File: config.mk
export PLATFORM = sky130hd
export DESIGN_NAME = base64_crc8_packet_framer
export DESIGN_NICKNAME = d
export VERILOG_FILES = /design/src/rtl/core/b64f_pkg.sv /design/src/rtl/core/b64f_front.sv /design/src/rtl/core/b64f_queue.sv /design/src/rtl/core/b64f_back.sv /design/src/rtl/core/base64_crc8_packet_framer.sv
export SDC_FILE = /design/constraint.sdc
export NUM_CORES = 1
export LEC_CHECK = 0
export BUFFER_PORTS_ARGS = -buffer_cell sky130_fd_sc_hd__buf_4
export CAP_MARGIN = 20
export CORE_MARGIN = 2
export CORE_UTILIZATION = 57
export CTS_BUF_LIST = sky130_fd_sc_hd__clkbuf_8 sky130_fd_sc_hd__clkbuf_16
export DETAILED_ROUTE_END_ITERATION = 10
export PLACE_DENSITY_LB_ADDON = 0.1
export SETUP_SLACK_MARGIN = 0.5
export SYNTH_ARGS = -nofsm -noshare
export SYNTH_HDL_FRONTEND = slang
export SYNTH_SLANG_ARGS = --single-unit
File: constraint.sdc
create_clock -name clk -period 7.4 [get_ports clk]
set_input_delay 0.74 -clock clk [delete_from_list [all_inputs] [get_ports clk]]
set_output_delay 0.74 -clock clk [all_outputs]
set_load 0.02 [all_outputs]
File: src/rtl/core/b64f_pkg.sv
// ----------------------------------------------------------------------------
// b64f_pkg
// Shared constants, job type and helper functions of the base64 packet framer.
// ----------------------------------------------------------------------------
package b64f_pkg;

	localparam int BUFFER_BYTES = 4096;

	// A frame fits when 7 + 4*ceil(len/3) <= BUFFER_BYTES, i.e. len <= 3*floor((B-7)/4)
	localparam int MAX_LEN_INT = 3 * ((BUFFER_BYTES - 7) / 4);
	localparam logic [17:0] MAX_LEN = 18'(MAX_LEN_INT);

	localparam int JOB_CHARS = 11;

	localparam logic [7:0] CHAR_STX = 8'h02;
	localparam logic [7:0] CHAR_ETX = 8'h03;
	localparam logic [7:0] CHAR_PAD = 8'h3D;
	localparam logic [7:0] CRC_POLY = 8'h07;

	// Characters one request produces, oldest in entry 0
	typedef struct packed {
		logic [JOB_CHARS-1:0][7:0] chars;
		logic [3:0]                cnt;
		logic                      etx;
		logic                      err;
	} job_t;

	function automatic logic [7:0] b64_char(input logic [5:0] v);
		logic [7:0] w;
		logic [7:0] r;
		w = {2'b00, v};
		if (v < 6'd26) begin
			r = w + 8'h41;
		end else if (v < 6'd52) begin
			r = w + 8'd71;
		end else if (v < 6'd62) begin
			r = w - 8'd4;
		end else if (v == 6'd62) begin
			r = 8'h2B;
		end else begin
			r = 8'h2F;
		end
		return r;
	endfunction

	function automatic logic [7:0] crc8_byte(input logic [7:0] crc, input logic [7:0] b);
		logic [7:0] c;
		c = crc ^ b;
		for (int i = 0; i < 8; i++) begin
			c = c[7] ? ({c[6:0], 1'b0} ^ CRC_POLY) : {c[6:0], 1'b0};
		end
		return c;
	endfunction

endpackage

File: src/rtl/core/b64f_front.sv
// ----------------------------------------------------------------------------
// b64f_front
// Takes payload requests, tracks frame state and builds the character job.
// ----------------------------------------------------------------------------
module b64f_front
	import b64f_pkg::*;
(
	input  logic        clk,
	input  logic        arst_n,
	input  logic        in_valid,
	output logic        in_ready,
	input  logic [7:0]  frame_type,
	input  logic [11:0] payload_length,
	input  logic [7:0]  payload_byte,
	input  logic        q_full,
	output logic        push,
	output job_t        push_job
);

	logic [11:0] bytes_left_q;
	logic [15:0] group_q;
	logic [1:0]  fill_q;
	logic [7:0]  crc_q;
	logic        dropping_q;

	logic [11:0] bytes_left_d;
	logic [15:0] group_d;
	logic [1:0]  fill_d;
	logic [7:0]  crc_d;
	logic        dropping_d;
	job_t        job;
	logic        accept;

	assign in_ready = !q_full;
	assign accept   = in_valid && in_ready;
	assign push     = accept && (job.cnt != 4'd0);
	assign push_job = job;

	always_comb begin
		logic        start;
		logic        over;
		logic        take;
		logic        full;
		logic        fin;
		logic [15:0] e_group;
		logic [1:0]  e_fill;
		logic [7:0]  e_crc;
		logic [15:0] n_group;
		logic [1:0]  n_fill;
		logic [7:0]  n_crc;
		logic [6:0][7:0] fc;
		logic [3:0]  fcnt;
		logic        base4;
		logic [23:0] v;

		start   = (bytes_left_q == 12'd0);
		over    = start && ({6'd0, payload_length} > MAX_LEN);
		e_group = start ? 16'd0 : group_q;
		e_fill  = start ? 2'd0 : fill_q;
		e_crc   = start ? 8'd0 : crc_q;
		take    = start ? (!over && payload_length != 12'd0) : !dropping_q;
		full    = take && (e_fill == 2'd2);
		v       = {e_group, payload_byte};

		n_crc   = take ? crc8_byte(e_crc, payload_byte) : e_crc;
		n_fill  = take ? (full ? 2'd0 : e_fill + 2'd1) : e_fill;
		n_group = take ? (full ? 16'd0 : {e_group[7:0], payload_byte}) : e_group;
		fin     = start ? (!over && payload_length <= 12'd1)
		                : (!dropping_q && bytes_left_q == 12'd1);

		// tail of the frame: padded group, CRC pair, ETX
		fc = '0;
		if (n_fill == 2'd1) begin
			fc[0] = b64_char(n_group[7:2]);
			fc[1] = b64_char({n_group[1:0], 4'b0000});
			fc[2] = CHAR_PAD;
			fc[3] = CHAR_PAD;
			fc[4] = b64_char(n_crc[7:2]);
			fc[5] = b64_char({n_crc[1:0], 4'b0000});
			fc[6] = CHAR_ETX;
			fcnt  = 4'd7;
		end else if (n_fill == 2'd2) begin
			fc[0] = b64_char(n_group[15:10]);
			fc[1] = b64_char(n_group[9:4]);
			fc[2] = b64_char({n_group[3:0], 2'b00});
			fc[3] = CHAR_PAD;
			fc[4] = b64_char(n_crc[7:2]);
			fc[5] = b64_char({n_crc[1:0], 4'b0000});
			fc[6] = CHAR_ETX;
			fcnt  = 4'd7;
		end else begin
			fc[0] = b64_char(n_crc[7:2]);
			fc[1] = b64_char({n_crc[1:0], 4'b0000});
			fc[2] = CHAR_ETX;
			fcnt  = 4'd3;
		end

		job   = '0;
		base4 = start || full;
		if (over) begin
			job.chars[0] = 8'h00;
			job.cnt      = 4'd1;
			job.err      = 1'b1;
		end else begin
			if (start) begin
				job.chars[0] = CHAR_STX;
				job.chars[1] = frame_type;
				job.chars[2] = b64_char(payload_length[11:6]);
				job.chars[3] = b64_char(payload_length[5:0]);
			end else if (full) begin
				job.chars[0] = b64_char(v[23:18]);
				job.chars[1] = b64_char(v[17:12]);
				job.chars[2] = b64_char(v[11:6]);
				job.chars[3] = b64_char(v[5:0]);
			end
			if (fin) begin
				for (int k = 0; k < 7; k++) begin
					if (base4) begin
						job.chars[k+4] = fc[k];
					end else begin
						job.chars[k] = fc[k];
					end
				end
			end
			job.cnt = (base4 ? 4'd4 : 4'd0) + (fin ? fcnt : 4'd0);
			job.etx = fin;
		end

		// next state
		if (start) begin
			bytes_left_d = (payload_length != 12'd0) ? payload_length - 12'd1 : 12'd0;
			dropping_d   = over && (payload_length > 12'd1);
		end else begin
			bytes_left_d = bytes_left_q - 12'd1;
			dropping_d   = dropping_q && (bytes_left_q != 12'd1);
		end
		if (fin) begin
			group_d = 16'd0;
			fill_d  = 2'd0;
			crc_d   = 8'd0;
		end else begin
			group_d = n_group;
			fill_d  = n_fill;
			crc_d   = n_crc;
		end
	end

	always_ff @(posedge clk or negedge arst_n) begin
		if (!arst_n) begin
			bytes_left_q <= '0;
			group_q      <= '0;
			fill_q       <= '0;
			crc_q        <= '0;
			dropping_q   <= 1'b0;
		end else if (accept) begin
			bytes_left_q <= bytes_left_d;
			group_q      <= group_d;
			fill_q       <= fill_d;
			crc_q        <= crc_d;
			dropping_q   <= dropping_d;
		end
	end

endmodule

File: src/rtl/core/b64f_queue.sv
// ----------------------------------------------------------------------------
// b64f_queue
// Two-entry job queue between the front and the character sequencer.
// ----------------------------------------------------------------------------
module b64f_queue
	import b64f_pkg::*;
(
	input  logic clk,
	input  logic arst_n,
	input  logic push,
	input  job_t push_job,
	output logic full,
	input  logic pop,
	output job_t pop_job,
	output logic empty
);

	job_t       mem_q [2];
	logic       wr_ptr_q;
	logic       rd_ptr_q;
	logic [1:0] count_q;

	assign full    = (count_q == 2'd2);
	assign empty   = (count_q == 2'd0);
	assign pop_job = mem_q[rd_ptr_q];

	always_ff @(posedge clk) begin
		if (push) begin
			mem_q[wr_ptr_q] <= push_job;
		end
	end

	always_ff @(posedge clk or negedge arst_n) begin
		if (!arst_n) begin
			wr_ptr_q <= 1'b0;
			rd_ptr_q <= 1'b0;
			count_q  <= '0;
		end else begin
			if (push) begin
				wr_ptr_q <= !wr_ptr_q;
			end
			if (pop) begin
				rd_ptr_q <= !rd_ptr_q;
			end
			case ({push, pop})
				2'b10:   count_q <= count_q + 2'd1;
				2'b01:   count_q <= count_q - 2'd1;
				default: count_q <= count_q;
			endcase
		end
	end

endmodule

File: src/rtl/core/b64f_back.sv
// ----------------------------------------------------------------------------
// b64f_back
// Character sequencer: shifts out one character of the current job per request.
// ----------------------------------------------------------------------------
module b64f_back
	import b64f_pkg::*;
(
	input  logic       clk,
	input  logic       arst_n,
	input  logic       q_empty,
	input  job_t       q_job,
	output logic       pop,
	output logic       out_valid,
	input  logic       out_ready,
	output logic [7:0] out_char,
	output logic       last_of_run,
	output logic       frame_end,
	output logic       oversize_error
);

	job_t cur_q;
	logic cur_valid_q;
	logic last;
	logic load;

	assign last           = (cur_q.cnt == 4'd1);
	assign load           = !cur_valid_q || (out_ready && last);
	assign pop            = load && !q_empty;

	assign out_valid      = cur_valid_q;
	assign out_char       = cur_q.chars[0];
	assign last_of_run    = last;
	assign frame_end      = cur_q.etx && last;
	assign oversize_error = cur_q.err;

	always_ff @(posedge clk or negedge arst_n) begin
		if (!arst_n) begin
			cur_valid_q <= 1'b0;
		end else if (load) begin
			cur_valid_q <= !q_empty;
		end
	end

	always_ff @(posedge clk) begin
		if (pop) begin
			cur_q <= q_job;
		end else if (cur_valid_q && out_ready && !last) begin
			cur_q.chars <= cur_q.chars >> 8;
			cur_q.cnt   <= cur_q.cnt - 4'd1;
		end
	end

endmodule

File: src/rtl/core/base64_crc8_packet_framer.sv
// ----------------------------------------------------------------------------
// base64_crc8_packet_framer
// Frames payload bytes as STX, type, base64 length, base64 payload, CRC-8, ETX.
// ----------------------------------------------------------------------------
// Input channel (in_valid/in_ready): one payload byte per request; the first
// request of a frame also carries frame_type and payload_length. An empty
// frame is one request whose byte is ignored. Output channel
// (out_valid/out_ready): one serial character per request, last_of_run on the
// final character caused by an input request, frame_end on ETX, and a single
// oversize_error character for a frame too large for the buffer, whose
// remaining bytes are then consumed silently.
// The first character is registered in the job queue and then in the sequencer
// before out_valid rises. The output sequencer emits one character per cycle
// while out_ready is high, so an input request occupies the output for each
// character it causes (0 to 11, about 4/3 per byte on average). Requests that
// cause no character push no job. A two-entry job queue lets the front keep
// taking bytes while the sequencer drains; in_ready drops only when it is full.
// When the receiver stalls, the current character holds and the queue fills.
// Reset clears frame state, the queue and the output; no clearing pass.
// ----------------------------------------------------------------------------
module base64_crc8_packet_framer
	import b64f_pkg::*;
(
	input  logic        clk,
	input  logic        arst_n,
	input  logic        in_valid,
	output logic        in_ready,
	input  logic [7:0]  frame_type,
	input  logic [11:0] payload_length,
	input  logic [7:0]  payload_byte,
	output logic        out_valid,
	input  logic        out_ready,
	output logic [7:0]  out_char,
	output logic        last_of_run,
	output logic        frame_end,
	output logic        oversize_error
);

	logic q_full;
	logic q_empty;
	logic push;
	logic pop;
	job_t push_job;
	job_t pop_job;

	b64f_front u_front (
		.clk            (clk),
		.arst_n         (arst_n),
		.in_valid       (in_valid),
		.in_ready       (in_ready),
		.frame_type     (frame_type),
		.payload_length (payload_length),
		.payload_byte   (payload_byte),
		.q_full         (q_full),
		.push           (push),
		.push_job       (push_job)
	);

	b64f_queue u_queue (
		.clk      (clk),
		.arst_n   (arst_n),
		.push     (push),
		.push_job (push_job),
		.full     (q_full),
		.pop      (pop),
		.pop_job  (pop_job),
		.empty    (q_empty)
	);

	b64f_back u_back (
		.clk            (clk),
		.arst_n         (arst_n),
		.q_empty        (q_empty),
		.q_job          (pop_job),
		.pop            (pop),
		.out_valid      (out_valid),
		.out_ready      (out_ready),
		.out_char       (out_char),
		.last_of_run    (last_of_run),
		.frame_end      (frame_end),
		.oversize_error (oversize_error)
	);

endmodule
**Yosys cells after proc, flatten, opt, wreduce, memory -nomap -nowiden**

Memories as Yosys holds them, arrays and structs flattened.
Cells that the tools add are included.

- Input bits: 32
- Memories: 1
- Output and inout port bits: 13
- Register bits: 138
- Bits in writable memories: 188
- Logic and storage cells: 273

Memories:

| memory | depth | width | rd ports | clocked after memory_dff | wr ports | RTL line | RTL |
|---|---|---|---|---|---|---|---|
| u_queue.mem_q | 2 | 94 | 1 | 0 | 1 | b64f_queue.sv:18 | `job_t mem_q [2];` |

- Eq/ne operators: 19
- Mux-type cells: 103
- Magnitude comparators: 42
- $add $sub $neg: 46
- Reduce and logical (&&, ||, !) cells: 30
- Bitwise gates (word level): 9

Operator list:

| cell | number |
|---|---|
| $mux W8 | 53 |
| $add A6 B7 Y8 const B | 26 |
| $mux W92 | 2 |
| $lt A6 B6 Y1 const B | 26 |
| $sub A6 B3 Y7 const B | 13 |
| $mux W88 | 1 |
| $mux W80 | 1 |
| $lt A6 B5 Y1 const B | 13 |
| $mux W16 | 4 |
| $mux W32 | 2 |
| $eq A6 B6 Y1 const B | 10 |
| $mux W3 | 20 |
| $mux W56 | 1 |
| $mux W12 | 3 |
| $mux W26 | 1 |
| $mux W24 | 1 |
| $not A3 Y3 | 8 |
| $sub A12 B1 Y12 const B | 2 |
| $logic_and A1 B1 Y1 | 14 |
| $eq A12 B1 Y1 const B | 1 |
| $gt A12 B1 Y1 const B | 1 |
| $gt A12 B12 Y1 const B | 1 |
| $le A12 B1 Y1 const B | 1 |
| $logic_not A12 Y1 | 1 |
| 19 further kinds | 43 |

**Longest topological paths before layout**

Gate-level depths: netlist (run 1).

- Depth in word-level cells: 34
- Depth in mapped cells: 20
- Depth with buffers taken out: 17

**Hierarchy**

A second synthesis (run 1) with hierarchy kept.

- Cells, all modules: 1728
- Area total of the unflattened synthesis: 19693.9 um^2

Modules (own cells, without submodules):

| module | cells each | instances | area each (um^2) | sequential area each (um^2) |
|---|---|---|---|---|
| b64f_front | 1198 | 1 | 8371.8 | 975.9 |
| b64f_queue | 309 | 1 | 7178.1 | 5745.5 |
| b64f_back | 221 | 1 | 4144.0 | 2847.7 |

**Worst setup path after synthesis (run 1)**

OpenSTA, ideal clock, no wires.

- Path kind: register to register
- From: reg u_back.cur_q[2] (netlist name)
- To: reg u_back.cur_q[14] (netlist name) (enable)
- Stages on the path, launching flop included: 4
- Library setup time: 0.632 ns
- Period minus slack after synthesis: 7.197 ns
- Arrival time: 6.565 ns
- Path slack: 0.203 ns
- Required time: 6.768 ns
- Path buffers: 0
- Cell sequence: edfxtp_1 -> ha_1 -> nor3b_1 -> o21ai_0

- Longest elaborated chain between the ends: 5
- Elaborated cells on any way between the ends: 7
- Those cells by class: 1 x eq/ne; 6 x reduce/logical

RTL lines:

| item | RTL line | RTL |
|---|---|---|
| start, declared | b64f_back.sv:21 | `job_t cur_q;` |
| start signal, assigned | b64f_back.sv:46 | `cur_q <= q_job;` |
| $eq A4 B1 Y1 (*) | b64f_back.sv:26 | `assign last = (cur_q.cnt == 4'd1);` |
| net last_of_run | base64_crc8_packet_framer.sv:34 | `output logic last_of_run,` |
| $logic_and A1 B1 Y1 | b64f_back.sv:27 | `assign load = !cur_valid_q \|\| (out_ready && last);` |
| $logic_or A1 B1 Y1 | b64f_back.sv:27 |  |
| $logic_and A1 B1 Y1 | b64f_back.sv:28 | `assign pop = load && !q_empty;` |
| $reduce_bool A2 Y1 (no line) (*) | - |  |

Mark *: on every way through the listed nets, which the timed path passes. The rest lies on a longest branch.
A chain may end at the register's enable or synchronous reset.

==> results of run 1 <==
stage by stage:
| step | hold WS (ns) | worst slack [ns] |
|---|---|---|
| 2_1_floorplan | 0.4444 | 0.4960 |
| 3_3_place_gp | 0.4977 | 1.983 |
| 3_5_place_dp | 0.5092 | 1.876 |
| 4_1_cts | 0.2311 | 1.954 |
| 5_1_grt | 0.2511 | 1.513 |
| 6_report | 0.2055 | 1.841 |
sequential cells by signal, indices dropped and copies added, names as in the netlist, 2 cells and up:
name                  cells
u_back.cur_q             74
u_front.group_q          16
u_front.fill_q            2
u_queue.count_q           2
u_back.out_char           8
u_queue.mem_q           144
u_front.bytes_left_q     12
u_front.crc_q             8
worst register-to-register path: stages, from the launching register on:
cell and delay [ns]:
dfrtp_1 0.42, inv_1 0.11, ha_1 0.21, nor3b_2 0.49
nand3_2 0.76, nand2_1 0.47, clkinv_1 0.28, a21boi_1 0.81
inv_1 0.19, ha_1 0.28, nand2_1 0.08, nand2_1 0.21
nand3_1 0.19, xnor2_1 0.07, a21oi_1 0.40, o22ai_1 0.25
power groups by stage:
stage,Combinational [mW],Sequential [mW],Clock (mW)
after global routing,4.62,2.56,1.41
after global placement,4.13,2.51,0
after detailed placement,4.15,2.53,0
final,4.28,2.51,1.33
after CTS,4.17,2.50,1.34
after floorplan,3.11,2.37,0
layout make-up:
| class | instances | area [µm²] | share of cell area |
|---|---|---|---|
| clock buffers | 29 | 725.7 | 0.04026 |
| inverters | 73 | 276.5 | 0.01534 |
| multi-input cells | 1236 | 8005 | 0.4441 |
| flip-flops and latches | 271 | 7921 | 0.4395 |
| well taps | 384 | 480.5 | 0.02666 |
| repair buffers | 64 | 480.5 | 0.02666 |
| clock inverters | 23 | 135.1 | 0.007497 |
logic make-up after synthesis:
family,Yosys count,synth area share
AND/OR/NAND/NOR,509,0.1406
AO/OA/AOI/OAI,505,0.1976
flip-flops,271,0.4756
buffers and inverters,184,0.04607
multiplexers,82,0.04983
adder cells (fa/ha/maj),70,0.05261
XOR/XNOR,68,0.03750
other,1,0.0002252
placed cells by master (no fill, tap or decap), types with 12 or more instances in the layout:
cell type  Yosys  layout
a211oi_1      22      22
a21o_1        18      18
a21oi_1      160     160
a31oi_1       28      28
and2_1        12      12
buf_4         10      64
clkbuf_16      0      29
dfrtp_1       44      43
edfxtp_1     227     227
ha_1          70      70
inv_1         66      72
mux2i_1       75      75
nand2_1      161     160
nand2b_1      13      13
nand3_1       47      46
nand4_1       12      12
nor2_1       172     170
nor3_1        31      31
o211ai_1      14      14
o21ai_0       81      79
o22ai_1       28      28
o31ai_1       38      38
xnor2_1       49      49
xor2_1        17      17
worst min path at each step:
stage | start | to | slack [ns] | depth (start not counted)
2_1_floorplan | arst_n | u_back.out_valid$_DFFE_PN0P_ | 0.44 | 0
3_3_place_gp | u_back.cur_q[72]$_DFFE_PP_ | u_back.cur_q[64]$_DFFE_PP_ | 0.50 | 1
3_5_place_dp | u_back.cur_q[74]$_DFFE_PP_ | u_back.cur_q[66]$_DFFE_PP_ | 0.51 | 1
4_1_cts | arst_n | u_back.out_valid$_DFFE_PN0P_ | 0.23 | 1
5_1_grt | arst_n | u_queue.rd_ptr_q$_DFFE_PN0P_ | 0.25 | 1
6_report | arst_n | u_queue.rd_ptr_q$_DFFE_PN0P_ | 0.21 | 1
metal layers:
| metal | part of all wire | vias up |
|---|---|---|
| li1 | - | 6240 |
| met1 | 0.42 | 6460 |
| met2 | 0.46 | 627 |
| met3 | 0.081 | 102 |
| met4 | 0.032 | 0 |
| met5 | 0 | - |
==> results.md, run 1 <==
* CTS root buf: clkbuf_16
* Fillers at approximately 2400
* Crit path cell chain: inv_1, ha_1, nor3b_2, nand3_2, nand2_1, clkinv_1, a21boi_1, inv_1, ha_1, nand2_1, nand2_1, nand3_1, xnor2_1, a21oi_1, o22ai_1
* GRT met1 Usage at 0.4417
* H-tree levels at 1
* Synth top cells by count: edfxtp_1 (227), nor2_1 (172), nand2_1 (161)
* Crit. End Element: flip-flop
* Pwr dens at 450.5 nW/µm²
* Setup Crit Path Kind: reg -> reg
* Max IR drop VDD at around 0.46 mV
* Top-count cell post-synth: edfxtp_1
* Post-synth top flop: edfxtp_1
* Grt ovf at 0
* Critical path depth at 15
* FMAX at about 180 MHz
* Delay-heaviest family, CP: simple AND/OR/NAND/NOR gates
* Total power at between 8 and 9 mW
* Internal power at roughly 4.3 mW
* Routed Wire Length at around 48000 µm
* Top-area cell type share of the netlist area at 0.4094
* CTS resizes at 0
* Slew @ Worst Pin at about 1.1 ns
* Placed cell area at between 15000 and 20000 µm²
* Clock transition at path regs at approximately 0.07 ns
* #FFs+latches synth at roughly 270
* Sequential-to-total area share from yosys stat at 0.4756
* First drt pass iteration count at 6
* CP max stage delay at between 0.8 and 0.9 ns
* Area leader, netlist: edfxtp_1
* Setup TNS at 0 ns
* Largest net degree at the start of global routing at 82
* Crit path max-delay cell type: a21boi_1
* Vias/cell at around 6.5
* Power share of the sequential group at 0.309
* Layout cells sized above 1 at 0.09080
* Reg2reg path depth at 15
* Worst setup path endpoint: u_queue.mem_q[1][26]$_DFFE_PP_
* Starting density of the core at 0.5800
* Longest Clk Path Bufs at 3
* Worst Skew at 0.01219 ns
* FFs w/ async S/R, synth at 0.1624
* Core area at 28700 µm²
* Top cell by count, worst path: nand2_1
* First-pass GRT wire length at roughly 74000 µm
* Startpoint Class: flip-flop
* Worst reg2reg path startpoint: u_front.bytes_left_q[0]$_DFFE_PN0P_
* Run status: finished clean
* Number of remaining DRC errors at 0
* Mapped Cells at approximately 1700
* Clock power frac at 0.164
* Fin crit period at about 5.6 ns
* P_leak at slightly below 7 nW
* Yosys Warn Count at 0
* Area delta synth->final at 8.267%
* Logic pwr share at 0.527
* Die footprint at approximately 31000 µm²
* Critical Path Fanout Max at 33
* CTS sink count at approximately 270
* Max-slew headroom at 0.2949
* N_diodes at 0
* Arrival time at the worst endpoint at slightly below 6 ns
* Type of the most critical hold path: in -> async
* Worst setup startpoint: u_front.bytes_left_q[0]$_DFFE_PN0P_
* Ranking of synthesized cells by area: edfxtp_1 (41%), dfrtp_1 (6.6%), ha_1 (5.3%)
* Part of the cycle the worst path needs at 0.7513
* Switching share of power at 0.4660
* Clk_lat worst skew at around 0.55 ns
* GRT met3 Usage at 0.04504
* # port buffers at 44
* Num ports at 45
* RSZ-0062 raised after global routing: false
* Initial DRC count at about 1700
* FP Rows at 62
* Post-route design area at approximately 18000 µm²
* R2r setup slk at 1.84 ns
* Synth cell types at 92
* Sw Pwr at 3.784 mW
* Setup-failing EPs final at 0
* Hold Fails Final Rpt at 0
* WL/cell at between 20 and 25 µm
* Required time of the critical path at 7.64 ns
* R2R Path End: u_queue.mem_q[1][26]$_DFFE_PP_
* Nets at roughly 1800
* Via count at 13429
* Buf/Inv on CP at 3
* DP Wirelength at approximately 34000 µm
* Max-slew violations at 0
* Die boundary height at 174.9 µm
* RePlAce Congestion at roughly 0.96
* Busiest grt layer: met2
* CTS hold repair buffers at 0
* Placed Cells at ~2000
* Total of max-cap violations at 0
* Post-layout util at 0.6280
* Total GRT Usage at 0.3106
* Grt met2 use at 0.4962
* Syn avg cell area at 9.851 µm²
* Detail Route Antenna Nets at 0
* Cell Area, Synth at between 15000 and 20000 µm²
* Post-synth EDFFs at approximately 230
* Num CTS Buffers at 29
* Die W at about 170 µm
* Final Instance Count excl. Fillers at ~2100
* Antenna violations before repair at 0
* Postcts setup bufs at 0
* Vias in the first global route at between 10000 and 15000
* CTS tree: done
No activity file was read; power rests on OpenSTA's default activity.
==> run 2, diff against run 1 <==
--- a/config.mk
+++ b/config.mk
@@ -8,7 +8,7 @@
 export BUFFER_PORTS_ARGS = -buffer_cell sky130_fd_sc_hd__buf_4
 export CAP_MARGIN = 20
 export CORE_MARGIN = 2
-export CORE_UTILIZATION = 57
+export CORE_UTILIZATION = 64
 export CTS_BUF_LIST = sky130_fd_sc_hd__clkbuf_8 sky130_fd_sc_hd__clkbuf_16
 export DETAILED_ROUTE_END_ITERATION = 10
 export PLACE_DENSITY_LB_ADDON = 0.1
==> constraint.sdc (replaced) <==
create_clock -name clk -period 5.7 [get_ports clk]
set_input_delay 0.57 -clock clk [delete_from_list [all_inputs] [get_ports clk]]
set_output_delay 0.57 -clock clk [all_outputs]
set_load 0.02 [all_outputs]
==> results.md, run 2 (synthesized netlist as in run 1, its figures left out) <==
* Run status: finished clean
* Detail Route Antenna Nets at 0
* FMAX at approximately 200 MHz
* Clock transition at path regs at about 0.06 ns
* Total GRT Usage at 0.3577
* Multi-input logic area at approximately 8000 µm²
* CP max stage delay at 0.58 ns
* Total of max-cap violations at 0
* Setup Crit Path Kind: reg -> reg
* Antenna violations before repair at 0
* Most frequent cells in the layout: edfxtp_1 (227), nor2_1 (170), nand2_1 (160), a21oi_1 (160), buf_4 (89)
* Longest Clk Path Bufs at 3
* Initial DRC count at 1571
* Die W at ~170 µm
* Required time of the critical path at a little under 6 ns
* Setup TNS at 0 ns
* Grt ovf at 0
* Commonest non-fill, non-tap cell in the layout: edfxtp_1
* Nets at roughly 1800
* Via count at 13665
* Max-slew violations at 0
* Final WS setup at a little under 0.8 ns
* Routed Wire Length at approximately 48000 µm
* Area delta synth->final at 9.808%
* RePlAce Congestion at 1.007
* Top cell by count, worst path: inv_1
* N_diodes at 0
* CTS tree: done
* Starting density of the core at 0.6462
* P_leak at ~7 nW
* Part of the cycle the worst path needs at 0.8615
* Die boundary height at ~170 µm
* Crit. End Element: flip-flop
* H-tree levels at 1
* FP Rows at 59
* Layout cells sized above 1 at 0.1063
* WL/cell at approximately 24 µm
* CTS sink count at roughly 270
* Number of remaining DRC errors at 0
* Arrival time at the worst endpoint at around 5.2 ns
* Vias in the first global route at 12850
* Top Registers: u_queue.mem_q (144), u_back.cur_q (74), u_front.group_q (16)
* Startpoint Class: flip-flop
* Slew @ Worst Pin at roughly 0.93 ns
* Die footprint at about 27000 µm²
* DP Worst Slack at about 0.81 ns
* Hold Fails Final Rpt at 0
* Setup-failing EPs final at 0
* Num ports at 45
* Core area at approximately 26000 µm²
* Max IR drop VDD at roughly 0.54 mV
* Pwr dens at 588.9 nW/µm²
* Num CTS Buffers at 28
* Vias/cell at ~6.6
* Fin crit period at 4.910 ns
* Register Area at just under 8000 µm²
* R2r setup slk at 0.79 ns
* # port buffers at 44
* Worst Skew at approximately 0.037 ns
* Max-slew headroom at 0.3752
* Total power at 10.77 mW
* DP Wirelength at 34680 µm
* RSZ-0062 raised after global routing: false
* Crit path max-delay cell type: nand3_2
* First drt pass iteration count at 5
* First-pass GRT wire length at 74110 µm
* Fillers at roughly 1900
* Type of the most critical hold path: in -> async
* Clk_lat worst skew at ~0.57 ns
* Crit path cell chain: inv_1, ha_1, nor3b_2, nand3_2, buf_12, nand2_1, inv_1, a31oi_1, inv_1, ha_1, a21oi_1, nor3_1, o32ai_1, o211ai_1, a21oi_1, o31ai_1
* CTS root buf: clkbuf_16
* Largest net degree at the start of global routing at 68
* CTS hold repair buffers at 0
* Critical Path Fanout Max at 43
* Max FFs per register at 144
* Largest Register: u_queue.mem_q
run 2: changes by cell type in the layout (fill, tap and decap cells not counted), sizes merged:
| cell | delta |
|---|---|
| buf | +29 |
| inv | -4 |
| clkinv | -3 |
| bufinv | +3 |
| clkinvlp | +2 |
| clkbuf | -1 |
run 2: cell type report:
type	count	share of cell area
Tap cell	335	0.02293
Inverter	73	0.01513
Timing Repair Buffer	93	0.04093
Clock inverter	21	0.01136
Clock buffer	28	0.03833
Multi-Input combinational cell	1236	0.4380
Sequential cell	271	0.4333
run 2: metrics by stage:
stage	hold slack, ns	cells	area [µm²]	utilization
global route	0.05029	2057	18280	0.7096
global placement	0.4985	2006	17340	0.6730
floorplan	0.2744	1691	16650	-
detailed placement	0.5072	2006	17340	0.6730
finish	0.01188	2057	18280	0.7096
CTS	0.02032	2055	18250	0.7083
run 2: repair_timing:
item	4_1_cts	5_1_grt
setup endpoints to repair	0	16
endpoints found under the hold margin	0	0
buffers inserted	0	2
gates resized for setup	0	1
run 2: final timing paths:
kind	cells past startpoint	to	start
max	16	u_queue.mem_q[0][10]$_DFFE_PP_	u_front.bytes_left_q[0]$_DFFE_PN0P_
min	1	u_back.out_valid$_DFFE_PN0P_	arst_n
max reg2reg	16	u_queue.mem_q[0][10]$_DFFE_PP_	u_front.bytes_left_q[0]$_DFFE_PN0P_
min reg2reg	2	u_back.out_valid$_DFFE_PN0P_	u_back.out_valid$_DFFE_PN0P_
max in group asynchronous	1	u_front.group_q[11]$_DFFE_PN0P_	arst_n
min in group clk	4	u_back.out_valid$_DFFE_PN0P_	out_ready
run 2: worst max-delay path: cells and delay by family, from the launching register on:
kind / cells / cell delay [ns]
adder cells (fa/ha/maj): 2 / 0.49
AO/OA/AOI/OAI: 6 / 1.58
buffers and inverters: 4 / 0.83
flip-flops: 1 / 0.42
AND/OR/NAND/NOR: 4 / 1.25
run 2: routing by layer:
metal | up-vias | routed length, µm | track usage
li1 | 6271 | - | -
met1 | 6583 | 19410 | 0.4913
met2 | 678 | 22610 | 0.5676
met3 | 133 | 4005 | 0.04970
met4 | 0 | 2355 | 0.1617
met5 | - | 0 | 0
run 2: where the power goes:
group | switching [mW] | total, mW | internal, mW
Combinational | 3.69 | 5.69 | 2.00
Clock | 0.764 | 1.80 | 1.03
Sequential | 0.462 | 3.28 | 2.82
